<file path="config.mk">
export PLATFORM = sky130hd
export DESIGN_NAME = npnp_cell
export DESIGN_NICKNAME = d
export VERILOG_FILES = /design/src/design/npnp_pkg.sv /design/src/design/npnp_cell.sv
export SDC_FILE = /design/constraint.sdc
export NUM_CORES = 1
export LEC_CHECK = 0
export BUFFER_PORTS_ARGS = -buffer_cell sky130_fd_sc_hd__buf_4
export CAP_MARGIN = 30
export CORE_MARGIN = 2
export CORE_UTILIZATION = 53
export DETAILED_ROUTE_END_ITERATION = 8
export GPL_ROUTABILITY_DRIVEN = 1
export HOLD_SLACK_MARGIN = 0.1
export PLACE_DENSITY_LB_ADDON = 0.1
export SLEW_MARGIN = 20
export SYNTH_ARGS = -nofsm -noshare
export SYNTH_HDL_FRONTEND = slang
export SYNTH_SLANG_ARGS = --single-unit
</file>
<file path="constraint.sdc">
create_clock -name clk -period 1.05 [get_ports clk]
set_input_delay 0.0525 -clock clk [delete_from_list [all_inputs] [get_ports clk]]
set_output_delay 0.0525 -clock clk [all_outputs]
set_load 0.02 [all_outputs]
</file>
<file path="src/design/npnp_pkg.sv">
// Package for the nearest-palette nibble packer.
// Holds widths, the pixel and palette types and the cell-to-cell link struct.
`timescale 1ns / 1ps

package npnp_pkg;

    localparam int PALETTE_ENTRIES = 16;
    localparam int CHANNEL_BITS    = 8;

    localparam int PAIR_COUNT      = 8;
    localparam int PAIR_INDEX_BITS = $clog2(PAIR_COUNT);
    localparam int REG_BITS        = 48;
    localparam int IN_CHAN_BITS    = 8;
    localparam int NIBBLE_BITS     = 4;
    localparam int BYTE_BITS       = 2 * NIBBLE_BITS;
    localparam int WORD_BITS       = 3 * CHANNEL_BITS;
    localparam int EXT_BITS        = (2 * WORD_BITS > REG_BITS) ? 2 * WORD_BITS : REG_BITS;
    localparam int SQ_BITS         = 2 * CHANNEL_BITS;
    localparam int DIST_BITS       = SQ_BITS + 2;

    typedef logic [CHANNEL_BITS-1:0] chan_t;
    typedef logic [NIBBLE_BITS-1:0]  nibble_t;
    typedef logic [DIST_BITS-1:0]    dist_t;

    typedef struct packed {
        chan_t red;
        chan_t green;
        chan_t blue;
    } rgb_t;

    typedef struct packed {
        logic    valid;
        rgb_t    pix;
        logic    row_end;
        dist_t   best_dist;
        nibble_t best_idx;
    } link_t;

endpackage

</file>
<file path="src/design/npnp_cell.sv">
// One palette cell: distance of the passing pixel to its entry, keeps the nearer.
// Depends on npnp_pkg.
`timescale 1ns / 1ps

module npnp_cell (
    input  logic             clk,
    input  logic             rst_n,
    input  logic             en,
    input  npnp_pkg::nibble_t cell_index,
    input  npnp_pkg::rgb_t   entry,
    input  npnp_pkg::link_t  link_in,
    output npnp_pkg::link_t  link_out
);
    import npnp_pkg::*;

    link_t link_reg;
    link_t link_next;

    chan_t  dr, dg, db;
    logic [SQ_BITS-1:0] sr, sg, sb;
    dist_t  sq_dist;
    logic   take;

    always_comb
    begin
        dr = (link_in.pix.red > entry.red) ? link_in.pix.red - entry.red
                                           : entry.red - link_in.pix.red;
        dg = (link_in.pix.green > entry.green) ? link_in.pix.green - entry.green
                                               : entry.green - link_in.pix.green;
        db = (link_in.pix.blue > entry.blue) ? link_in.pix.blue - entry.blue
                                             : entry.blue - link_in.pix.blue;
        sr = SQ_BITS'(dr) * SQ_BITS'(dr);
        sg = SQ_BITS'(dg) * SQ_BITS'(dg);
        sb = SQ_BITS'(db) * SQ_BITS'(db);
        sq_dist = DIST_BITS'(sr) + DIST_BITS'(sg) + DIST_BITS'(sb);
        // first entry always seeds; ties keep the lower index
        take = (cell_index == '0) || (sq_dist < link_in.best_dist);

        link_next = link_in;
        if (take)
        begin
            link_next.best_dist = sq_dist;
            link_next.best_idx  = cell_index;
        end
    end

    always_ff @(posedge clk or negedge rst_n)
    begin
        if (!rst_n)
        begin
            link_reg <= '0;
        end
        else if (en)
        begin
            link_reg <= link_next;
        end
    end

    assign link_out = link_reg;

endmodule

</file>
==> results.md <==
- Initial Util: 0.5375
- Slowest CP cell: fa_1
- HPWL after DPL: 21710 um
- Hold Vio Cnt, Final: 0
- Clock skew: 0 ps
- Max-cap viol count: 0
- WL final: 26990 um
- Relative slew margins: 0.6236
- Total CTS buffers: 5
- Post-route ant nets: 0
- Slowest Stage Delay on Critical Path: 560 ps
- Post-synthesis cell count: 1112
- Mapped Avg Cell Area: 9.012 sq um
- Largest net degree at the start of global routing: 34
- Worst slew pin tran: 562.5 ps
- Core area: 18640 sq um
- Number of flip-flops in the largest register: 48
- Most common cell after layout, fill and taps aside: buf_4
- Worst setup SP type: input pin
- Total Die Area: 20020 sq um
- Mapped Nets: 1471
- Layout cells sized above 1: 0.3611
- Number of synthesized register bits: 48
- Final RePlAce weighted congestion: 0.8815
- Setup ws final: -7687 ps
- Most frequent cells in the layout: buf_4 (384), inv_1 (263), fa_1 (133)
- Total GRT Usage: 0.2776
- RSZ-0062 raised after global routing: true
- DR iter-0 viols: 429
- First-pass GRT wire length: 44460 um
- Synth Warn #: 0
- Fmax: 114.5 MHz
- Post-synth EDFFs: 0
- Worst setup EP type: flip-flop
- Clk root buf: clkbuf_16
- Main synth FF type: dfrtp_1
- HP Class: input pin to flip-flop
- Synth top area share: 0.2777
- Via-per-instance ratio: 5.053
- CP most frequent cell: fa_1
- Status: finished, violations left
- Tmin final: 8737 ps
- Placed inst area: 13250 sq um
- TritonCTS Sinks: 48
- Area taken by multi-input logic gates: 8185 sq um
- Chip height: 141.5 um
- Nets: 1892
- Area Growth Syn to Fin: 44.01%
- Routed vias: 8933
- Average routed wire per standard cell: 15.26 um
- Fin crit share: 8.321
- Worst-path clk slew: 80 ps
- Port Buffer Count: 126
- Vias in the first global route: 9669
- Die Wd: 141.5 um
- Sequential cell area: 1201 sq um
- Max clock buf depth: 2
- Mapped cell area: 10020 sq um
- Rows: 50
- Final setup viols: 22
- Critical path class: input pin to flip-flop
- Worst Path Arrival: 8920 ps
- Grt ovf: 0
- Clock H-tree levels: 2
- DRT Pass-1 Iters: 5
- Critical path peak fanout: 8
- Failing checks: negative setup slack
- Filler cell count: 1309
- Synth area leader: fa_1
- Placed Cells: 1698
- Ports: 127
- Dpl ws: -8230 ps
- Sequential fraction of the synthesis area: 0.1199
- Clock latency on the worst-skew pair: 310 ps
- Synth top area cells: fa_1 (28%), ha_1 (18%), dfrtp_1 (12%), inv_1 (10%), nor2_1 (3.9%)
- Finished Layout Cells: 1768
- Antenna Cells: 0
- Unique masters post-synth: 70
- Initial antenna violation count: 0
- Worst EP required: 1230 ps
- Async SR Flop Fraction: 1.000
- CTS tree: done
- Final-report max-slew violation count: 0
- Final std cell area, no fill: 14430 sq um
- # DRC: 0
[what timing repair did]
action,4_1_cts,5_1_grt
pin swaps,29,38
gates resized for setup,22,76
gates cloned,1,0
hold buffers,43,0
setup buffers,11,7
endpoints found under the hold margin,85,0
endpoints found under the setup margin,22,22
[worst paths after layout]
check / slack (ps) / end / cells after the start / from
max: -7690 / link_out[21] / 37 / link_in[39]
min: 100 / link_out[40] / 3 / link_in[40]
max reg2reg: 150 / link_out[21] / 1 / link_out[21]
min reg2reg: 500 / link_out[18] / 2 / link_out[18]
max in group asynchronous: 400 / link_out[12] / 3 / rst_n
min in group asynchronous: 150 / link_out[44] / 2 / rst_n
[cell usage after synthesis (4+ instances only)]
cell / number
nand4_1: 6
nand3_1: 10
a21o_1: 16
mux2_2: 31
inv_1: 273
nand2b_1: 17
dfrtp_1: 48
inv_2: 5
a21oi_1: 52
and2_1: 7
xnor2_1: 16
mux2i_1: 30
o21a_1: 4
clkbuf_1: 6
and3_1: 9
o211ai_1: 4
a211oi_1: 5
buf_2: 17
o21bai_1: 8
a221oi_1: 8
o21ai_0: 27
xor2_1: 13
or2_2: 4
nor2b_1: 7
nand2_1: 39
ha_1: 141
fa_1: 139
nor2_1: 104
[logic make-up after synthesis]
logic type,count (synthesis),share of synthesized area
adders and majority gates,280,0.4537
buffers and inverters,305,0.1167
muxes,61,0.06480
AOI/OAI and AO/OA,157,0.1053
and+or+nand+nor,229,0.1094
DFF,48,0.1199
xor gates and xnor gates,32,0.03022
[stage by stage]
stage	setup TNS [ps]	hold slack, ps	utilization
3_5_place_dp	-180090	-54.75	0.7106
2_1_floorplan	-163200	-243.1	-
6_report	-167610	99.09	0.7741
4_1_cts	-168550	105.0	0.7542
3_3_place_gp	-176480	-53.16	0.7106
5_1_grt	-173810	117.3	0.7741
[worst max-delay path, delay by kind of cell]
kind	cells	cell delay, ps
adders and majority gates	11	4550
xor gates and xnor gates	1	150
AOI/OAI and AO/OA	10	2290
muxes	1	320
buffers and inverters	9	720
and+or+nand+nor	5	840
[metal layers]
| layer | global-route usage | up-vias | part of all wire |
|---|---|---|---|
| met5 | 0 | - | 0 |
| met4 | 0.06105 | 0 | 0.018 |
| met3 | 0.03476 | 33 | 0.037 |
| met2 | 0.5084 | 171 | 0.53 |
| met1 | 0.3518 | 4376 | 0.42 |
| li1 | - | 4353 | - |
[final cells by class]
| cell class | count | share of cell area |
|---|---|---|
| multi-input combinational | 759 | 0.5672 |
| timing repair buffer | 441 | 0.2441 |
| sequential | 48 | 0.08323 |
| inverter | 278 | 0.07335 |
| tap | 234 | 0.02029 |
| clock buffer | 5 | 0.008670 |
| clock inverter | 3 | 0.003208 |
Power is left out: the tool's default activity adds up to more than one toggle a clock period on the data nets, which glitch-free logic cannot reach.
