File: config.mk
export PLATFORM = sky130hd
export DESIGN_NAME = npnp_packer_flat
export DESIGN_NICKNAME = d
export VERILOG_FILES = /design/src/design/npnp_pkg.sv /design/src/design/npnp_byte_if.sv /design/src/design/npnp_packer.sv /design/src/flat_wrapper.sv
export SDC_FILE = /design/constraint.sdc
export NUM_CORES = 1
export LEC_CHECK = 0
export BUFFER_PORTS_ARGS = -buffer_cell sky130_fd_sc_hd__buf_2
export CORE_AREA = 2 2 46 48
export CTS_BUF_LIST = sky130_fd_sc_hd__clkbuf_2
export CTS_CLUSTER_SIZE = 25
export DETAILED_ROUTE_END_ITERATION = 16
export DIE_AREA = 0 0 48 50
export GPL_ROUTABILITY_DRIVEN = 0
export PLACE_DENSITY = 0.8
export SLEW_MARGIN = 20
export SYNTH_ARGS = -nofsm -noshare
export SYNTH_HDL_FRONTEND = slang
export SYNTH_SLANG_ARGS = --single-unit
File: constraint.sdc
create_clock -name clk -period 1.9 [get_ports clk]
set_input_delay 0.285 -clock clk [delete_from_list [all_inputs] [get_ports clk]]
set_output_delay 0.285 -clock clk [all_outputs]
set_load 0.03 [all_outputs]
File: src/design/npnp_pkg.sv
// Package for the nearest-palette nibble packer.
// Holds widths, the pixel and palette types and the cell-to-cell link struct.
`timescale 1ns / 1ps

package npnp_pkg;

    localparam int PALETTE_ENTRIES = 16;
    localparam int CHANNEL_BITS    = 8;

    localparam int PAIR_COUNT      = 8;
    localparam int PAIR_INDEX_BITS = $clog2(PAIR_COUNT);
    localparam int REG_BITS        = 48;
    localparam int IN_CHAN_BITS    = 8;
    localparam int NIBBLE_BITS     = 4;
    localparam int BYTE_BITS       = 2 * NIBBLE_BITS;
    localparam int WORD_BITS       = 3 * CHANNEL_BITS;
    localparam int EXT_BITS        = (2 * WORD_BITS > REG_BITS) ? 2 * WORD_BITS : REG_BITS;
    localparam int SQ_BITS         = 2 * CHANNEL_BITS;
    localparam int DIST_BITS       = SQ_BITS + 2;

    typedef logic [CHANNEL_BITS-1:0] chan_t;
    typedef logic [NIBBLE_BITS-1:0]  nibble_t;
    typedef logic [DIST_BITS-1:0]    dist_t;

    typedef struct packed {
        chan_t red;
        chan_t green;
        chan_t blue;
    } rgb_t;

    typedef struct packed {
        logic    valid;
        rgb_t    pix;
        logic    row_end;
        dist_t   best_dist;
        nibble_t best_idx;
    } link_t;

endpackage

File: src/design/npnp_byte_if.sv
// Packed-byte channel: valid/ready handshake carrying two indices and a row-done flag.
// Depends on nothing.
`timescale 1ns / 1ps

interface npnp_byte_if;
    logic       valid;
    logic       ready;
    logic [7:0] packed_byte;
    logic       row_done;

    modport source (output valid, output packed_byte, output row_done, input ready);
    modport sink   (input valid, input packed_byte, input row_done, output ready);
endinterface

File: src/design/npnp_packer.sv
// Packs chosen indices two per byte and holds the result in an output register.
// Depends on npnp_pkg and npnp_byte_if.
`timescale 1ns / 1ps

module npnp_packer (
    input  logic            clk,
    input  logic            rst_n,
    input  npnp_pkg::link_t link_in,
    output logic            en,
    npnp_byte_if.source     packed_bytes
);
    import npnp_pkg::*;

    nibble_t held_reg, held_next;
    logic    half_reg, half_next;
    logic    out_valid_reg, out_valid_next;
    logic [BYTE_BITS-1:0] byte_reg, byte_next;
    logic    done_reg, done_next;

    assign en = !out_valid_reg || packed_bytes.ready;

    always_comb
    begin
        held_next      = held_reg;
        half_next      = half_reg;
        out_valid_next = out_valid_reg;
        byte_next      = byte_reg;
        done_next      = done_reg;
        if (en)
        begin
            out_valid_next = 1'b0;
            if (link_in.valid)
            begin
                if (half_reg)
                begin
                    byte_next      = {held_reg, link_in.best_idx};
                    done_next      = link_in.row_end;
                    out_valid_next = 1'b1;
                    half_next      = 1'b0;
                    held_next      = '0;
                end
                else if (link_in.row_end)
                begin
                    byte_next      = {link_in.best_idx, NIBBLE_BITS'(0)};
                    done_next      = 1'b1;
                    out_valid_next = 1'b1;
                end
                else
                begin
                    held_next = link_in.best_idx;
                    half_next = 1'b1;
                end
            end
        end
    end

    always_ff @(posedge clk or negedge rst_n)
    begin
        if (!rst_n)
        begin
            held_reg      <= '0;
            half_reg      <= 1'b0;
            out_valid_reg <= 1'b0;
        end
        else
        begin
            held_reg      <= held_next;
            half_reg      <= half_next;
            out_valid_reg <= out_valid_next;
        end
    end

    always_ff @(posedge clk)
    begin
        byte_reg <= byte_next;
        done_reg <= done_next;
    end

    assign packed_bytes.valid       = out_valid_reg;
    assign packed_bytes.packed_byte = byte_reg;
    assign packed_bytes.row_done    = done_reg;

endmodule

File: src/flat_wrapper.sv
// flat-port wrapper written by rule: the top's interface ports become plain ports
module npnp_packer_flat import npnp_pkg::*;
  (clk, rst_n, link_in, en, packed_bytes_valid, packed_bytes_packed_byte, packed_bytes_row_done, packed_bytes_ready);
  npnp_byte_if packed_bytes_i ();
  input  logic clk;
  input  logic rst_n;
  input  npnp_pkg::link_t link_in;
  output logic en;
  output wire logic [$bits(packed_bytes_i.valid)-1:0] packed_bytes_valid;
  output wire logic [$bits(packed_bytes_i.packed_byte)-1:0] packed_bytes_packed_byte;
  output wire logic [$bits(packed_bytes_i.row_done)-1:0] packed_bytes_row_done;
  input wire logic [$bits(packed_bytes_i.ready)-1:0] packed_bytes_ready;
  assign packed_bytes_valid = packed_bytes_i.valid;
  assign packed_bytes_packed_byte = packed_bytes_i.packed_byte;
  assign packed_bytes_row_done = packed_bytes_i.row_done;
  assign packed_bytes_i.ready = packed_bytes_ready;
  npnp_packer u_core (.clk(clk), .rst_n(rst_n), .link_in(link_in), .en(en), .packed_bytes(packed_bytes_i));
endmodule
==> flow_results.xml <==
<?xml version="1.0" encoding="UTF-8"?>
<metrics>
  <group name="final_layout">
    <metric name="stdcell_area" unit="sq um">806</metric>
    <metric name="area_growth_syn_to_layout" unit="%">25.0</metric>
    <metric name="num-nets-final" unit="">118</metric>
    <metric name="largest_reg_flops" unit="">8</metric>
    <metric name="diodes" unit="">0</metric>
    <metric name="final_layout_size_suffix_gt1_share" unit="%">47.0</metric>
  </group>
  <group name="yosys">
    <metric name="syn_inst" unit="">42</metric>
    <metric name="post-synth-top-area-cell" unit="">sky130_fd_sc_hd__edfxtp_1</metric>
    <metric name="synth_fp_nets" unit="">93</metric>
    <metric name="ys.warnings.count" unit="">0</metric>
    <metric name="post-synth-top-area-fraction" unit="%">41.9</metric>
    <metric name="synth_area_per_cell" unit="sq um">15.3</metric>
    <metric name="ys_top_cells_by_area" unit="">sky130_fd_sc_hd__edfxtp_1 42%, sky130_fd_sc_hd__dfrtp_1 23%, sky130_fd_sc_hd__mux2_4 9.3%, sky130_fd_sc_hd__a21o_1 4.7%, sky130_fd_sc_hd__and2b_1 4.7%</metric>
    <metric name="flop_and_latch_count_out_of_synthesis" unit="">15</metric>
    <metric name="synth_edf_count" unit="">9</metric>
    <metric name="synth.cells.most_frequent" unit="">9 x sky130_fd_sc_hd__edfxtp_1, 6 x sky130_fd_sc_hd__dfrtp_1</metric>
    <metric name="synthDistinctLibCells" unit="">15</metric>
    <metric name="async_reset_ff_share" unit="%">40.0</metric>
    <metric name="synthesis.area" unit="sq um">644</metric>
    <metric name="proportion_of_synthesized_chip_area_in_sequential_cells" unit="%">65.2</metric>
    <metric name="flip_flop_cell_with_the_highest_count_after_synthesis" unit="">sky130_fd_sc_hd__edfxtp_1</metric>
    <metric name="yosysMostFrequentCell" unit="">sky130_fd_sc_hd__edfxtp_1</metric>
  </group>
  <group name="sta">
    <metric name="timing.setup.tns" unit="ns">0</metric>
    <metric name="report.final.setup_viol" unit="">0</metric>
    <metric name="worst_slew_margin_rel" unit="%">73.2</metric>
    <metric name="period_share" unit="%">74.2</metric>
    <metric name="finalCriticalPeriod" unit="ns">1.41</metric>
    <metric name="final_max_tran_viols" unit="">0</metric>
    <metric name="worst_slew_pin_slew" unit="ns">0.402</metric>
    <metric name="hold_viol_final" unit="">0</metric>
    <metric name="grt_setup_unrepaired" unit="">no</metric>
    <metric name="maxClockFrequency" unit="GHz">0.709</metric>
    <metric name="clock-skew-final" unit="ns">0.00455</metric>
  </group>
  <group name="detailed_routing">
    <metric name="drcViolationCount" unit="">0</metric>
    <metric name="post_route_ant_nets" unit="">0</metric>
    <metric name="vias_per_cell" unit="">4.09</metric>
    <metric name="dr.first_iter.drc_count" unit="">5</metric>
    <metric name="first_pass_iteration_count_of_the_detailed_router" unit="">5</metric>
    <metric name="vias" unit="">380</metric>
    <metric name="detail_route.wl_per_cell" unit="um">10.4</metric>
    <metric name="route.final.wire_length" unit="um">965</metric>
  </group>
  <group name="floorplanning">
    <metric name="std_cell_rows" unit="">16</metric>
    <metric name="io_pins" unit="">62</metric>
    <metric name="die_h" unit="um">50</metric>
    <metric name="core_region_area" unit="sq um">1900</metric>
    <metric name="floorplan.initialDensity" unit="%">33.9</metric>
    <metric name="design.die.area" unit="sq um">2400</metric>
    <metric name="die_w" unit="um">48</metric>
  </group>
  <group name="place">
    <metric name="detailed_place_hpwl" unit="um">742</metric>
    <metric name="numPortBuffers" unit="">19</metric>
    <metric name="placed_cell_area" unit="sq um">776</metric>
  </group>
  <group name="global_routing">
    <metric name="number_of_global_route_vias_before_repair" unit="">381</metric>
    <metric name="grtUsageTotal" unit="%">9.75</metric>
    <metric name="globalRouteOverflowTotal" unit="">0</metric>
    <metric name="wire_length_of_the_first_global_routing_pass" unit="um">1590</metric>
    <metric name="antenna_found_initial" unit="">0</metric>
    <metric name="grt_max_degree" unit="">18</metric>
  </group>
  <group name="cts">
    <metric name="clock_sink_count" unit="">15</metric>
    <metric name="insertion_delay" unit="ns">0.27</metric>
    <metric name="htreeDepth" unit="">1</metric>
    <metric name="clkSlewWorstSetupHoldPaths" unit="ns">0.14</metric>
    <metric name="cts_tree" unit="">yes</metric>
    <metric name="numCtsBuffers" unit="">3</metric>
    <metric name="ctsLongestPathBuffers" unit="">2</metric>
    <metric name="clock_tree.root_cell" unit="">sky130_fd_sc_hd__clkbuf_2</metric>
    <metric name="cts_resized" unit="">0</metric>
  </group>
  <group name="critical_path">
    <metric name="path_class" unit="">reg -&gt; reg</metric>
    <metric name="critical_path.startpoint_type" unit="">flop</metric>
    <metric name="required" unit="ns">2.07</metric>
    <metric name="path_max_fanout" unit="">17</metric>
    <metric name="critical_path_arrival" unit="ns">1.58</metric>
    <metric name="crit_path_capture_type" unit="">flop</metric>
  </group>
  <group name="status">
    <metric name="status" unit="">complete, no violations</metric>
  </group>
  <group name="pwr">
    <metric name="vdd_drop_max" unit="uV">319</metric>
    <metric name="power.density" unit="nW/um^2">1060</metric>
    <metric name="leakagePower" unit="nW">0.388</metric>
  </group>
  <group name="worst_hold_path">
    <metric name="timing.hold.worst.class" unit="">in -&gt; reg</metric>
  </group>
  <group name="job">
    <metric name="maxCapViolCount" unit="">0</metric>
  </group>
</metrics>
[worst max-delay path, stage by stage, from the launching register on]
cell and delay [ns]:
sky130_fd_sc_hd__dfrtp_1 0.55, sky130_fd_sc_hd__or2b_4 0.32, sky130_fd_sc_hd__nand3_4 0.12, sky130_fd_sc_hd__mux2_4 0.31
[area by class of cell]
class,instances,area (sq um)
timing repair buffer,21,113
multi-input combinational,26,219
fill,173,1100
sequential,15,420
clock inverter,1,5.00
clock buffer,3,15.0
tap,27,33.8
[what timing repair did]
item                                   CTS  global route
hold buffers                             1             0
setup buffers                            0             0
endpoints found under the hold margin    6             0
[metal layers]
| metal | up-vias | track usage [%] | part of all wire [%] |
|---|---|---|---|
| met1 | 175 | 11.0 | 40 |
| met2 | 11 | 15.3 | 54 |
| met4 | 0 | 6.76 | 0 |
| li1 | 194 | - | - |
| met5 | - | 0 | 0 |
| met3 | 0 | 2.20 | 5.4 |
[cell usage in the layout, fill, tap and decap left out]
cell,count
sky130_fd_sc_hd__a21o_1,4
sky130_fd_sc_hd__and2_1,4
sky130_fd_sc_hd__and2b_1,4
sky130_fd_sc_hd__buf_2,19
sky130_fd_sc_hd__buf_4,1
sky130_fd_sc_hd__clkbuf_2,3
sky130_fd_sc_hd__clkinv_2,1
sky130_fd_sc_hd__dfrtp_1,6
sky130_fd_sc_hd__dlygate4sd3_1,1
sky130_fd_sc_hd__edfxtp_1,9
sky130_fd_sc_hd__mux2_2,1
sky130_fd_sc_hd__mux2_4,4
sky130_fd_sc_hd__nand2_1,2
sky130_fd_sc_hd__nand2b_1,1
sky130_fd_sc_hd__nand3_4,1
sky130_fd_sc_hd__nor2_1,2
sky130_fd_sc_hd__o21ai_0,1
sky130_fd_sc_hd__or2b_1,1
sky130_fd_sc_hd__or2b_4,1
[worst paths after layout]
kind	end	startpoint	slack [ns]	cells after the start
setup / recovery	u_core.held_reg[2]	u_core.half_reg	0.49	3
hold / removal	u_core.packed_bytes.valid	link_in[47]	0.29	3
setup reg to reg	u_core.held_reg[2]	u_core.half_reg	0.49	3
hold reg to reg	u_core.held_reg[0]	u_core.held_reg[0]	0.53	1
max in group asynchronous	u_core.held_reg[2]	rst_n	1.42	2
min in group asynchronous	u_core.half_reg	rst_n	0.34	2
[stage by stage]
step / worst slack (ns) / cells / utilization, % / power (mW) / hold WS (ns)
after floorplan: 0.102 / 42 / - / 0.654 / -0.0106
after detailed placement: 0.515 / 88 / 40.8 / 0.716 / 0.115
after CTS: 0.492 / 93 / 42.4 / 0.864 / 0.268
final: 0.490 / 93 / 42.4 / 0.852 / 0.289
after global routing: 0.421 / 93 / 42.4 / 0.914 / 0.250
after global placement: 0.524 / 88 / 40.8 / 0.705 / 0.113
[cells by family after synthesis]
group | share of synthesized area [%]
muxes | 11.1
AOI/OAI and AO/OA | 5.44
DFF | 65.2
buffers and inverters | 0.776
and+or+nand+nor | 17.5
[power by group]
group / total (mW) / internal, mW / switching (mW) / leakage [nW]
sequential: 0.465 / 0.422 / 0.0431 / 0.159
combinational: 0.243 / 0.120 / 0.123 / 0.213
clock: 0.144 / 0.0476 / 0.0959 / 0.0164
Note: power is estimated with default switching activity, not from simulation.
